==> config.mk <==
export PLATFORM = sky130hd
export DESIGN_NAME = receiver_reorder_window_core
export DESIGN_NICKNAME = d
export VERILOG_FILES = /design/src/sv/rrw_pkg.sv /design/src/sv/rrw_slot_calc.sv /design/src/sv/rrw_slot_store.sv /design/src/sv/receiver_reorder_window_core.sv
export SDC_FILE = /design/constraint.sdc
export NUM_CORES = 1
export LEC_CHECK = 0
export ABC_AREA = 1
export BUFFER_PORTS_ARGS = -buffer_cell sky130_fd_sc_hd__buf_2
export CAP_MARGIN = 10
export CORE_MARGIN = 4
export CORE_UTILIZATION = 55
export DETAILED_ROUTE_END_ITERATION = 6
export PLACE_DENSITY = 0.79
export SYNTH_ARGS = -nofsm -noshare
export SYNTH_HDL_FRONTEND = slang
export SYNTH_SLANG_ARGS = --single-unit
==> constraint.sdc <==
create_clock -name clk -period 6.89 [get_ports clk]
set_input_delay 0.3445 -clock clk [delete_from_list [all_inputs] [get_ports clk]]
set_output_delay 0.3445 -clock clk [all_outputs]
set_load 0.01 [all_outputs]
==> src/sv/rrw_pkg.sv <==
// shared types and constants for the receiver reorder window
package rrw_pkg;

  // fixed field widths
  localparam int SEQ_BITS     = 4;
  localparam int PAYLOAD_MAX  = 64;
  localparam int TDATA_BITS   = 72;

  // parameter defaults
  localparam int WINDOW_DEF       = 8;
  localparam int SEQ_SPACE_DEF    = 16;
  localparam int PAYLOAD_BITS_DEF = 64;

  // sequencer states
  typedef enum logic [1:0] {
    ST_IDLE,
    ST_CALC,
    ST_DRAIN
  } state_t;

  // control strobes from sequencer to slot store
  typedef struct packed {
    logic wr_en;
    logic take_en;
  } store_ctrl_t;

endpackage

==> src/sv/rrw_slot_calc.sv <==
// maps a sequence number to its window slot and physical buffer index
module rrw_slot_calc #(
  parameter int WINDOW    = rrw_pkg::WINDOW_DEF,
  parameter int SEQ_SPACE = rrw_pkg::SEQ_SPACE_DEF,
  localparam int BW = (SEQ_SPACE > 1) ? $clog2(SEQ_SPACE) : 1,
  localparam int IW = (WINDOW > 1) ? $clog2(WINDOW) : 1
) (
  input  logic [rrw_pkg::SEQ_BITS-1:0] seq,
  input  logic [BW-1:0]                base,
  input  logic [IW-1:0]                head,
  output logic                         in_win,
  output logic                         slot_zero,
  output logic [IW-1:0]                phys
);

  localparam int PW = IW + 1;
  localparam int CW = (BW + 1 > 8) ? BW + 1 : 8;

  logic [8:0]    seq_red;
  logic [BW:0]   diff;
  logic [PW-1:0] psum;

  // reduce seq modulo the sequence space, at most eight subtract steps
  always_comb begin
    seq_red = {5'b0, seq};
    for (int i = 0; i < 8; i++) begin
      if (seq_red >= 9'(SEQ_SPACE)) begin
        seq_red = seq_red - 9'(SEQ_SPACE);
      end
    end
  end

  // slot offset from the base, one conditional subtract
  always_comb begin
    diff = (BW + 1)'(seq_red) + (BW + 1)'(SEQ_SPACE) - {1'b0, base};
    if (diff >= (BW + 1)'(SEQ_SPACE)) begin
      diff = diff - (BW + 1)'(SEQ_SPACE);
    end
  end

  assign in_win    = CW'(diff) < CW'(WINDOW);
  assign slot_zero = (diff == '0);

  // circular buffer index
  always_comb begin
    psum = PW'(head) + PW'(diff);
    if (psum >= PW'(WINDOW)) begin
      psum = psum - PW'(WINDOW);
    end
  end

  assign phys = psum[IW-1:0];

endmodule

==> src/sv/rrw_slot_store.sv <==
// circular payload buffer with per-slot present flags
module rrw_slot_store #(
  parameter int WINDOW       = rrw_pkg::WINDOW_DEF,
  parameter int PAYLOAD_BITS = rrw_pkg::PAYLOAD_BITS_DEF,
  localparam int IW = (WINDOW > 1) ? $clog2(WINDOW) : 1
) (
  input  logic                     clk,
  input  logic                     rst,
  input  rrw_pkg::store_ctrl_t     ctrl,
  input  logic [IW-1:0]            wr_idx,
  input  logic [PAYLOAD_BITS-1:0]  wr_data,
  input  logic [IW-1:0]            rd_idx,
  input  logic [IW-1:0]            nxt_idx,
  output logic                     wr_present,
  output logic                     head_present,
  output logic                     next_present,
  output logic [PAYLOAD_BITS-1:0]  rd_data
);

  logic [PAYLOAD_BITS-1:0] mem [WINDOW];
  logic [WINDOW-1:0]       present;

  always_ff @(posedge clk) begin
    if (ctrl.wr_en) begin
      mem[wr_idx] <= wr_data;
    end
    if (ctrl.take_en) begin
      rd_data <= mem[rd_idx];
    end
  end

  always_ff @(posedge clk) begin
    if (rst) begin
      present <= '0;
    end else begin
      if (ctrl.wr_en) begin
        present[wr_idx] <= 1'b1;
      end
      if (ctrl.take_en) begin
        present[rd_idx] <= 1'b0;
      end
    end
  end

  assign wr_present   = present[wr_idx];
  assign head_present = present[rd_idx];
  // the slot being taken does not count as its own successor
  assign next_present = present[nxt_idx] && (nxt_idx != rd_idx);

endmodule

==> src/sv/receiver_reorder_window_core.sv <==
// top level of the selective-repeat receiver reorder window
//
// s_* channel: one received frame per word, tdata holds seq and payload.
// m_* channel: frames released in sequence order, tlast marks the final
// word released by one received frame.
// a received frame whose slot lies outside the window or is already
// filled is dropped and releases nothing.
// timing: a frame is taken in idle, its slot is checked and written in
// the next cycle. a frame that fills the window base then releases its
// run of n words, one per cycle while m_tready is high; the drain loop
// reads one buffer entry per cycle through the single memory read port
// and waits whenever the receiver stalls.
// s_tready is high only in idle; the final word of a run may still sit
// in the output register while the next frame is taken.
// reset: window base and buffer head go to zero and all present flags
// clear at once; no sweep is needed.
module receiver_reorder_window_core #(
  parameter int WINDOW       = rrw_pkg::WINDOW_DEF,
  parameter int SEQ_SPACE    = rrw_pkg::SEQ_SPACE_DEF,
  parameter int PAYLOAD_BITS = rrw_pkg::PAYLOAD_BITS_DEF
) (
  input  logic                           clk,
  input  logic                           rst,
  // seq [3:0], payload [67:4], zero fill [71:68]
  input  logic [rrw_pkg::TDATA_BITS-1:0] s_tdata,
  input  logic                           s_tvalid,
  output logic                           s_tready,
  // out_seq [3:0], out_payload [67:4], zero fill [71:68]
  output logic [rrw_pkg::TDATA_BITS-1:0] m_tdata,
  output logic                           m_tvalid,
  input  logic                           m_tready,
  output logic                           m_tlast
);

  localparam int BW = (SEQ_SPACE > 1) ? $clog2(SEQ_SPACE) : 1;
  localparam int IW = (WINDOW > 1) ? $clog2(WINDOW) : 1;
  localparam int SB = rrw_pkg::SEQ_BITS;

  rrw_pkg::state_t      state, state_next;
  rrw_pkg::store_ctrl_t ctrl;

  logic [BW-1:0]           base;
  logic [BW-1:0]           base_inc;
  logic [IW-1:0]           head;
  logic [IW-1:0]           head_inc;
  logic [SB-1:0]           seq_r;
  logic [PAYLOAD_BITS-1:0] pay_r;
  logic                    out_valid;
  logic [SB-1:0]           out_seq;
  logic                    out_last;
  logic [PAYLOAD_BITS-1:0] rd_data;

  logic          in_win;
  logic          slot_zero;
  logic [IW-1:0] phys;
  logic          wr_present;
  logic          head_present;
  logic          next_present;
  logic          out_free;

  // slot mapping of the held frame
  rrw_slot_calc #(
    .WINDOW    (WINDOW),
    .SEQ_SPACE (SEQ_SPACE)
  ) u_calc (
    .seq       (seq_r),
    .base      (base),
    .head      (head),
    .in_win    (in_win),
    .slot_zero (slot_zero),
    .phys      (phys)
  );

  // buffer and present flags
  rrw_slot_store #(
    .WINDOW       (WINDOW),
    .PAYLOAD_BITS (PAYLOAD_BITS)
  ) u_store (
    .clk          (clk),
    .rst          (rst),
    .ctrl         (ctrl),
    .wr_idx       (phys),
    .wr_data      (pay_r),
    .rd_idx       (head),
    .nxt_idx      (head_inc),
    .wr_present   (wr_present),
    .head_present (head_present),
    .next_present (next_present),
    .rd_data      (rd_data)
  );

  // wrap-around increments of base sequence and buffer head
  assign base_inc = (base == BW'(SEQ_SPACE - 1)) ? '0 : base + 1'b1;
  assign head_inc = (head == IW'(WINDOW - 1)) ? '0 : head + 1'b1;

  // output register can take a new word
  assign out_free = !out_valid || m_tready;

  // next state
  always_comb begin
    state_next = state;
    case (state)
      rrw_pkg::ST_IDLE: begin
        if (s_tvalid) begin
          state_next = rrw_pkg::ST_CALC;
        end
      end
      rrw_pkg::ST_CALC: begin
        // only a frame landing on the base opens a run
        if (in_win && !wr_present && slot_zero) begin
          state_next = rrw_pkg::ST_DRAIN;
        end else begin
          state_next = rrw_pkg::ST_IDLE;
        end
      end
      rrw_pkg::ST_DRAIN: begin
        if (out_free && !next_present) begin
          state_next = rrw_pkg::ST_IDLE;
        end
      end
      default: state_next = rrw_pkg::ST_IDLE;
    endcase
  end

  // sequencer outputs
  always_comb begin
    s_tready     = 1'b0;
    ctrl.wr_en   = 1'b0;
    ctrl.take_en = 1'b0;
    case (state)
      rrw_pkg::ST_IDLE:  s_tready = 1'b1;
      rrw_pkg::ST_CALC:  ctrl.wr_en = in_win && !wr_present;
      rrw_pkg::ST_DRAIN: ctrl.take_en = out_free;
      default: begin
        s_tready     = 1'b0;
        ctrl.wr_en   = 1'b0;
        ctrl.take_en = 1'b0;
      end
    endcase
  end

  always_ff @(posedge clk) begin
    if (rst) begin
      state <= rrw_pkg::ST_IDLE;
    end else begin
      state <= state_next;
    end
  end

  // hold the accepted frame
  always_ff @(posedge clk) begin
    if (s_tvalid && s_tready) begin
      seq_r <= s_tdata[SB-1:0];
      pay_r <= s_tdata[SB +: PAYLOAD_BITS];
    end
  end

  // window base and buffer head move one slot per released word
  always_ff @(posedge clk) begin
    if (rst) begin
      base <= '0;
      head <= '0;
    end else if (ctrl.take_en) begin
      base <= base_inc;
      head <= head_inc;
    end
  end

  // output word register, payload comes from the buffer read register
  always_ff @(posedge clk) begin
    if (rst) begin
      out_valid <= 1'b0;
    end else if (ctrl.take_en) begin
      out_valid <= 1'b1;
    end else if (m_tready) begin
      out_valid <= 1'b0;
    end
  end

  always_ff @(posedge clk) begin
    if (ctrl.take_en) begin
      out_seq  <= SB'(base);
      out_last <= !next_present;
    end
  end

  assign m_tvalid = out_valid;
  assign m_tlast  = out_last;
  assign m_tdata  = {4'b0, rrw_pkg::PAYLOAD_MAX'(rd_data), out_seq};

`ifndef SYNTH
  // an accepted frame is always checked in the next cycle
  a_accept_calc: assert property (@(posedge clk) disable iff (rst)
    (s_tvalid && s_tready) |=> (state == rrw_pkg::ST_CALC))
    else $error("accepted frame not followed by slot check");

  // the base slot is empty whenever the block waits for a frame
  a_idle_base_empty: assert property (@(posedge clk) disable iff (rst)
    (state == rrw_pkg::ST_IDLE) |-> !head_present)
    else $error("base slot filled while idle");

  // every drain cycle finds a frame at the base slot
  a_drain_base_full: assert property (@(posedge clk) disable iff (rst)
    (state == rrw_pkg::ST_DRAIN) |-> head_present)
    else $error("drain reached an empty slot");

  // a released word shows up on the output
  a_take_shows: assert property (@(posedge clk) disable iff (rst)
    ctrl.take_en |=> m_tvalid)
    else $error("released word not presented");
`endif

endmodule

==> results by group, run 1 <==
GRT
  – Total grt overflow: 0
  – Antenna violations before repair: 0
  – Largest net degree at the start of global routing: 165
  – GRT Util Overall: 20.6%
  – Vias in the first global route: 13700
  – Global-route wire length before repair: 76800 um

Power and ir drop
  – Gate power share: 1.6%
  – Pwr/cell area: 281 nW/um2
  – Clock power frac: 42.0%
  – Leak: 9.50 nW
  – Peak supply drop: 0.228 mV
  – Internal Power: 6.52 mW
  – Reg power frac: 56.4%
  – Sw Share: 19.2%
  – Switching power: 1.55 mW

Cells and area
  – Area occupied by multi-input gates: 4430 um2
  – Register area: 19900 um2
  – Layout cells sized above 1: 15.2%
  – Antenna diode count: 0
  – Filler cells: 2992
  – Synthesis-to-finish area growth: 15.6%
  – Final core utilization: 64.7%
  – Nets: 1881

Floorplan
  – Die width: 221 um
  – Core area: 44400 um2
  – Initial core utilization: 56.0%
  – I/O pins: 151
  – Die ar.: 48700 um2
  – FP Rows: 77
  – Die Y: 221 um

Clock network
  – Deepest clock path buffer count: 3
  – TritonCTS Buffers: 61
  – Root Driver: clkbuf_16
  – H-tree levels: 2
  – Sinks on the clock net: 667
  – CTS tree: done
  – Clk slew on worst S/H paths: 0.06 ns
  – Clock Latency Late Sink: 0.62 ns

Place
  – RD Place Congestion: 0.816
  – Post-DP HPWL: 24600 um
  – IO Port Bufs: 142

Route
  – WL/cell: 20.7 um
  – Antenna-violating nets left: 0
  – Vias: 14000
  – Detailed Routing Iterations Pass 1: 5
  – Via/cell ratio: 5.73
  – Initial DRC count: 1534
  – WL final: 50500 um
  – DRC Markers: 0

Synth
  – Commonest cells in the netlist: edfxtp_1 (649), o21ai_0 (260), nor2_1 (207)
  – Leading area contributor after synthesis: edfxtp_1
  – Top post-synthesis cells by area: edfxtp_1 (78%), o21ai_0 (5.2%), o21a_1 (3.8%)
  – Prevailing post-synth register cell: edfxtp_1
  – Post-Synthesis Cells: 1600
  – Syn Area/Cell: 15.5 um2
  – Async set or reset register ratio after synthesis: 0%
  – Number of synthesized flops with an enable pin: 649
  – Most frequent cell after synthesis: edfxtp_1
  – Sequential share of the synthesized area: 79.8%
  – Warning count from the yosys run: 0
  – #FFs+latches synth: 667
  – Synth unique cells: 36
  – Synth top area share: 78.4%
  – Area of the mapped netlist: 24900 um2

Timing
  – RSZ-0062 raised after global routing: false
  – Slew Limit Fails: 0
  – Endpoints failing hold: 0
  – Clk_skew: 0.0170 ns
  – Worst slew pin tran: 1.14 ns
  – Setup TNS: 0 ns
  – Min cycle time layout: 4.13 ns
  – Final period util: 59.9%
  – F_max: 242 MHz
  – Slew HR: 23.8%
  – Setup-failing EPs final: 0
  – Hold WS: 0.0256 ns

Job
  – Maxcap violations: 0

Worst setup path
  – RR Startpoint: head[0]
  – Crit Path Max Fanout: 78
  – CP Class: flip-flop to flip-flop
  – Critical path startpoint: head[0]
  – CP Capture Type: flip-flop
  – CP arrival: 4.39 ns
  – Startpoint types: flip-flop
  – WP data required: 7.15 ns

Run status
  – Outcome: complete, no violations

Min path
  – Hold Crit Class: input pin to flip-flop
  – HP Start: m_tready
## flip-flops by register name, indices dropped and copies added (netlist names), 3 cells and up
signal and cells:
base 4, head 3, out_seq 4, pay_r 64
seq_r 4, u_store.mem 512, u_store.present 8, u_store.rd_data 64
## per-stage QoR
step	total power [mW]	setup WS, ns	area, um2	cells
final	8.07	2.76	28700	2440
after global routing	8.32	2.46	28700	2440
after CTS	8.13	2.72	28700	2440
after detailed placement	4.74	2.73	26000	2256
after global placement	4.73	2.80	26000	2256
after floorplan	4.68	1.40	24900	1603
## final cells by class
cell class,count,share of cell area (%)
Clock buffer,71,5.44
Clock inverter,44,1.63
Inverter,46,0.688
Multi-Input combinational cell,797,15.4
Sequential cell,667,69.1
Tap cell,592,2.58
Timing Repair Buffer,223,5.19
## cells in the final DEF, fill, tap and decap left out, types with 8 or more instances in the layout
cell / instances
edfxtp_1: 649
o21ai_0: 260
nor2_1: 201
buf_2: 142
o21a_1: 126
dlygate4sd3_1: 69
o2111ai_1: 63
clkbuf_16: 61
nand2_1: 56
inv_1: 36
a21oi_1: 20
dfxtp_1: 17
nand3_1: 16
clkinv_2: 14
clkinv_1: 13
buf_4: 12
clkbuf_1: 10
bufinv_16: 9
o21ai_1: 8
## layer usage
layer | track usage [%] | part of all wire (%) | vias to the layer above
met5 | 0 | 0 | -
met4 | 7.24 | 2.7 | 0
met3 | 3.16 | 7.0 | 104
met2 | 34.6 | 49 | 603
met1 | 28.0 | 41 | 6835
li1 | - | - | 6444
## logic make-up after synthesis
kind of cell    count (synthesis)  synth area share [%]
flops                         667                  79.8
compound gates                480                  11.9
simple gates                  301                  4.99
buf+inv                       139                  2.63
fa+ha+maj                       9                 0.513
xor+xnor                        3                 0.136
other cells                     1                0.0151
## critical path: stages, from the launching register on
cell and delay, ns:
dfxtp_4 0.88, ha_1 0.27, inv_1 0.05, fa_1 0.60, inv_1 0.13, nand3_1 0.10
nand2_1 0.05, nand3_1 0.08, nand2_1 0.13, nor2_8 0.22, nand3_1 0.22, nor2_4 0.51
buf_4 0.50
## power groups by stage
stage,logic [mW],clock network (mW),registers [mW]
2_1_floorplan,0.0567,0,4.62
3_3_place_gp,0.102,0,4.63
3_5_place_dp,0.103,0,4.64
4_1_cts,0.134,3.45,4.55
5_1_grt,0.146,3.62,4.55
6_report,0.132,3.39,4.55
## path summary, 6_finish.rpt
path,slack (ns),cells after the start,endpoint
max reg2reg,2.76,12,u_store.mem[7][25]
min,0.03,4,m_tvalid
min reg2reg,0.47,2,u_store.present[1]
max,2.76,12,u_store.mem[7][25]
## what timing repair did
item                                   4_1_cts  5_1_grt
gates resized for setup                      0        0
hold buffers                                69        0
setup endpoints to repair                    0        0
endpoints found under the hold margin       71        0
setup buffers                                0        0
Note: power is estimated with default switching activity, not from simulation.
==> inputs of run 2 (changes only) <==
CORE_UTILIZATION = 54   (was 55)
PLACE_DENSITY = 0.81   (was 0.79)
clock period = 3.4 ns   (was 6.89 ns; I/O delays follow)
==> results by group, run 2 (synthesis results as in run 1) <==
Worst setup path
  – CP Capture Type: flip-flop
  – CP arrival: 3.49 ns
  – Buffers & Inverters on Critical Path: 4
  – Most common cell on crit path: inv_2
  – Crit path max-delay cell type: fa_2
  – Crit-path cells: inv_1 -> ha_2 -> fa_1 -> fa_2 -> inv_2 -> nand3_1 -> nand2_1 -> nand2_2 -> inv_2 -> nor2_8 -> nand3_4 -> nor2_4 -> buf_12
  – Startpoint types: flip-flop
  – Top Family by Delay on Critical Path: adder cells
  – CP Class: flip-flop to flip-flop
  – Delay of the slowest critical-path stage: 0.62 ns
  – Crit Path Max Fanout: 34
  – WP data required: 3.65 ns

Place
  – Worst slack, placed: 0.135 ns
  – RD Place Congestion: 0.820
  – IO Port Bufs: 142
  – Post-DP HPWL: 28900 um
  – Cells after DPL: 2284

Route
  – DRC Markers: 0
  – Antenna-violating nets left: 0
  – Via/cell ratio: 5.79
  – Vias: 14300
  – WL final: 53600 um
  – WL/cell: 21.6 um
  – Detailed Routing Iterations Pass 1: 6
  – Initial DRC count: 1463

Floorplan
  – Die ar.: 49600 um2
  – Initial core utilization: 54.7%
  – I/O pins: 151
  – Die Y: 223 um
  – Die width: 223 um
  – Core area: 45500 um2
  – FP Rows: 78

Clock network
  – H-tree levels: 3
  – Deepest clock path buffer count: 3
  – Clk slew on worst S/H paths: 0.06 ns
  – Post-CTS setup buffers: 0
  – Sinks on the clock net: 667
  – Clock Latency Late Sink: 0.58 ns
  – CTS tree: done
  – TritonCTS Buffers: 68
  – Root Driver: clkbuf_16

Timing
  – Setup WS post-layout: 0.156 ns
  – F_max: 308 MHz
  – Setup TNS: 0 ns
  – Slew Limit Fails: 0
  – Min cycle time layout: 3.24 ns
  – RSZ-0062 raised after global routing: false
  – Slew HR: 31.9%
  – Worst slew pin tran: 1.02 ns
  – Clk_skew: 0.0259 ns
  – Final period util: 95.4%
  – Endpoints failing hold: 0
  – Setup-failing EPs final: 0

Cells and area
  – Nets: 1911
  – Most frequent cells in the layout: edfxtp_1 (649), o21ai_0 (260), nor2_1 (201)
  – Synthesis-to-finish area growth: 18.2%
  – Layout cells sized above 1: 16.6%
  – Most common cell after layout, fill and taps aside: edfxtp_1
  – Antenna diode count: 0
  – Biggest registers after layout: u_store.mem (512), pay_r (64), u_store.rd_data (64)
  – Max reg flops: 512
  – Most flop-heavy register: u_store.mem
  – Fin cells: 2476

GRT
  – Vias in the first global route: 14600
  – Global-route wire length before repair: 82700 um
  – Total grt overflow: 0
  – Antenna violations before repair: 0
  – Largest net degree at the start of global routing: 260
  – GRT Util Overall: 21.3%

Run status
  – Outcome: complete, no violations

Job
  – Maxcap violations: 0

Power and ir drop
  – Power Total: 16.8 mW
  – Pwr/cell area: 571 nW/um2
  – Peak supply drop: 0.469 mV
  – Leak: 9.72 nW

Min path
  – Hold Crit Class: input pin to flip-flop
## run 2: where the power goes
group	internal, mW	switching (mW)
logic	0.129	0.165
clock network	4.37	2.89
registers	9.12	0.105
## run 2: timing repair
action	4_1_cts	5_1_grt
hold endpoints to repair	71	0
resized for setup	0	1
endpoints found under the setup margin	0	125
hold buffers	72	0
## run 2: worst register-to-register path: stages (launching register included)
cell	delay [ns]
edfxtp_1	0.36
inv_1	0.07
ha_2	0.18
fa_1	0.46
fa_2	0.62
inv_2	0.08
nand3_1	0.08
nand2_1	0.07
nand2_2	0.08
inv_2	0.06
nor2_8	0.23
nand3_4	0.15
nor2_4	0.21
buf_12	0.27
## run 2: final cells by class
class / count / area (um2)
well taps: 600 / 751
inverters: 46 / 203
multi-input cells: 797 / 4460
clock buffers: 89 / 1850
fillers: 3035 / 16100
repair buffers: 246 / 1940
flip-flops and latches: 667 / 19900
clock inverters: 31 / 330
## run 2: worst paths after layout
check | from | slack [ns] | cells past startpoint | endpoint
worst max-delay path | seq_r[0] | 0.16 | 13 | u_store.mem[7][22]
worst min-delay path | s_tdata[14] | 0.30 | 2 | pay_r[10]
worst max register to register | seq_r[0] | 0.16 | 13 | u_store.mem[7][22]
worst min register to register | u_store.present[1] | 0.47 | 2 | u_store.present[1]
## run 2: per-layer routing
layer | up-vias | GRT usage [%] | share of wire [%] | routed length [um]
met5 | - | 0 | 0 | 0
met4 | 0 | 7.87 | 2.8 | 1520
met3 | 106 | 3.69 | 7.3 | 3910
met2 | 672 | 35.7 | 50 | 26800
met1 | 7069 | 28.5 | 40 | 21300
li1 | 6489 | - | - | -
## run 2: metrics by stage
stage	instance area [um2]	utilization (%)	hold slack [ns]
final	29400	64.6	0.303
after global routing	29400	64.6	0.285
after CTS	29400	64.6	0.272
after detailed placement	26500	58.2	0.348
after global placement	26500	58.2	0.348
after floorplan	25000	-	0.239
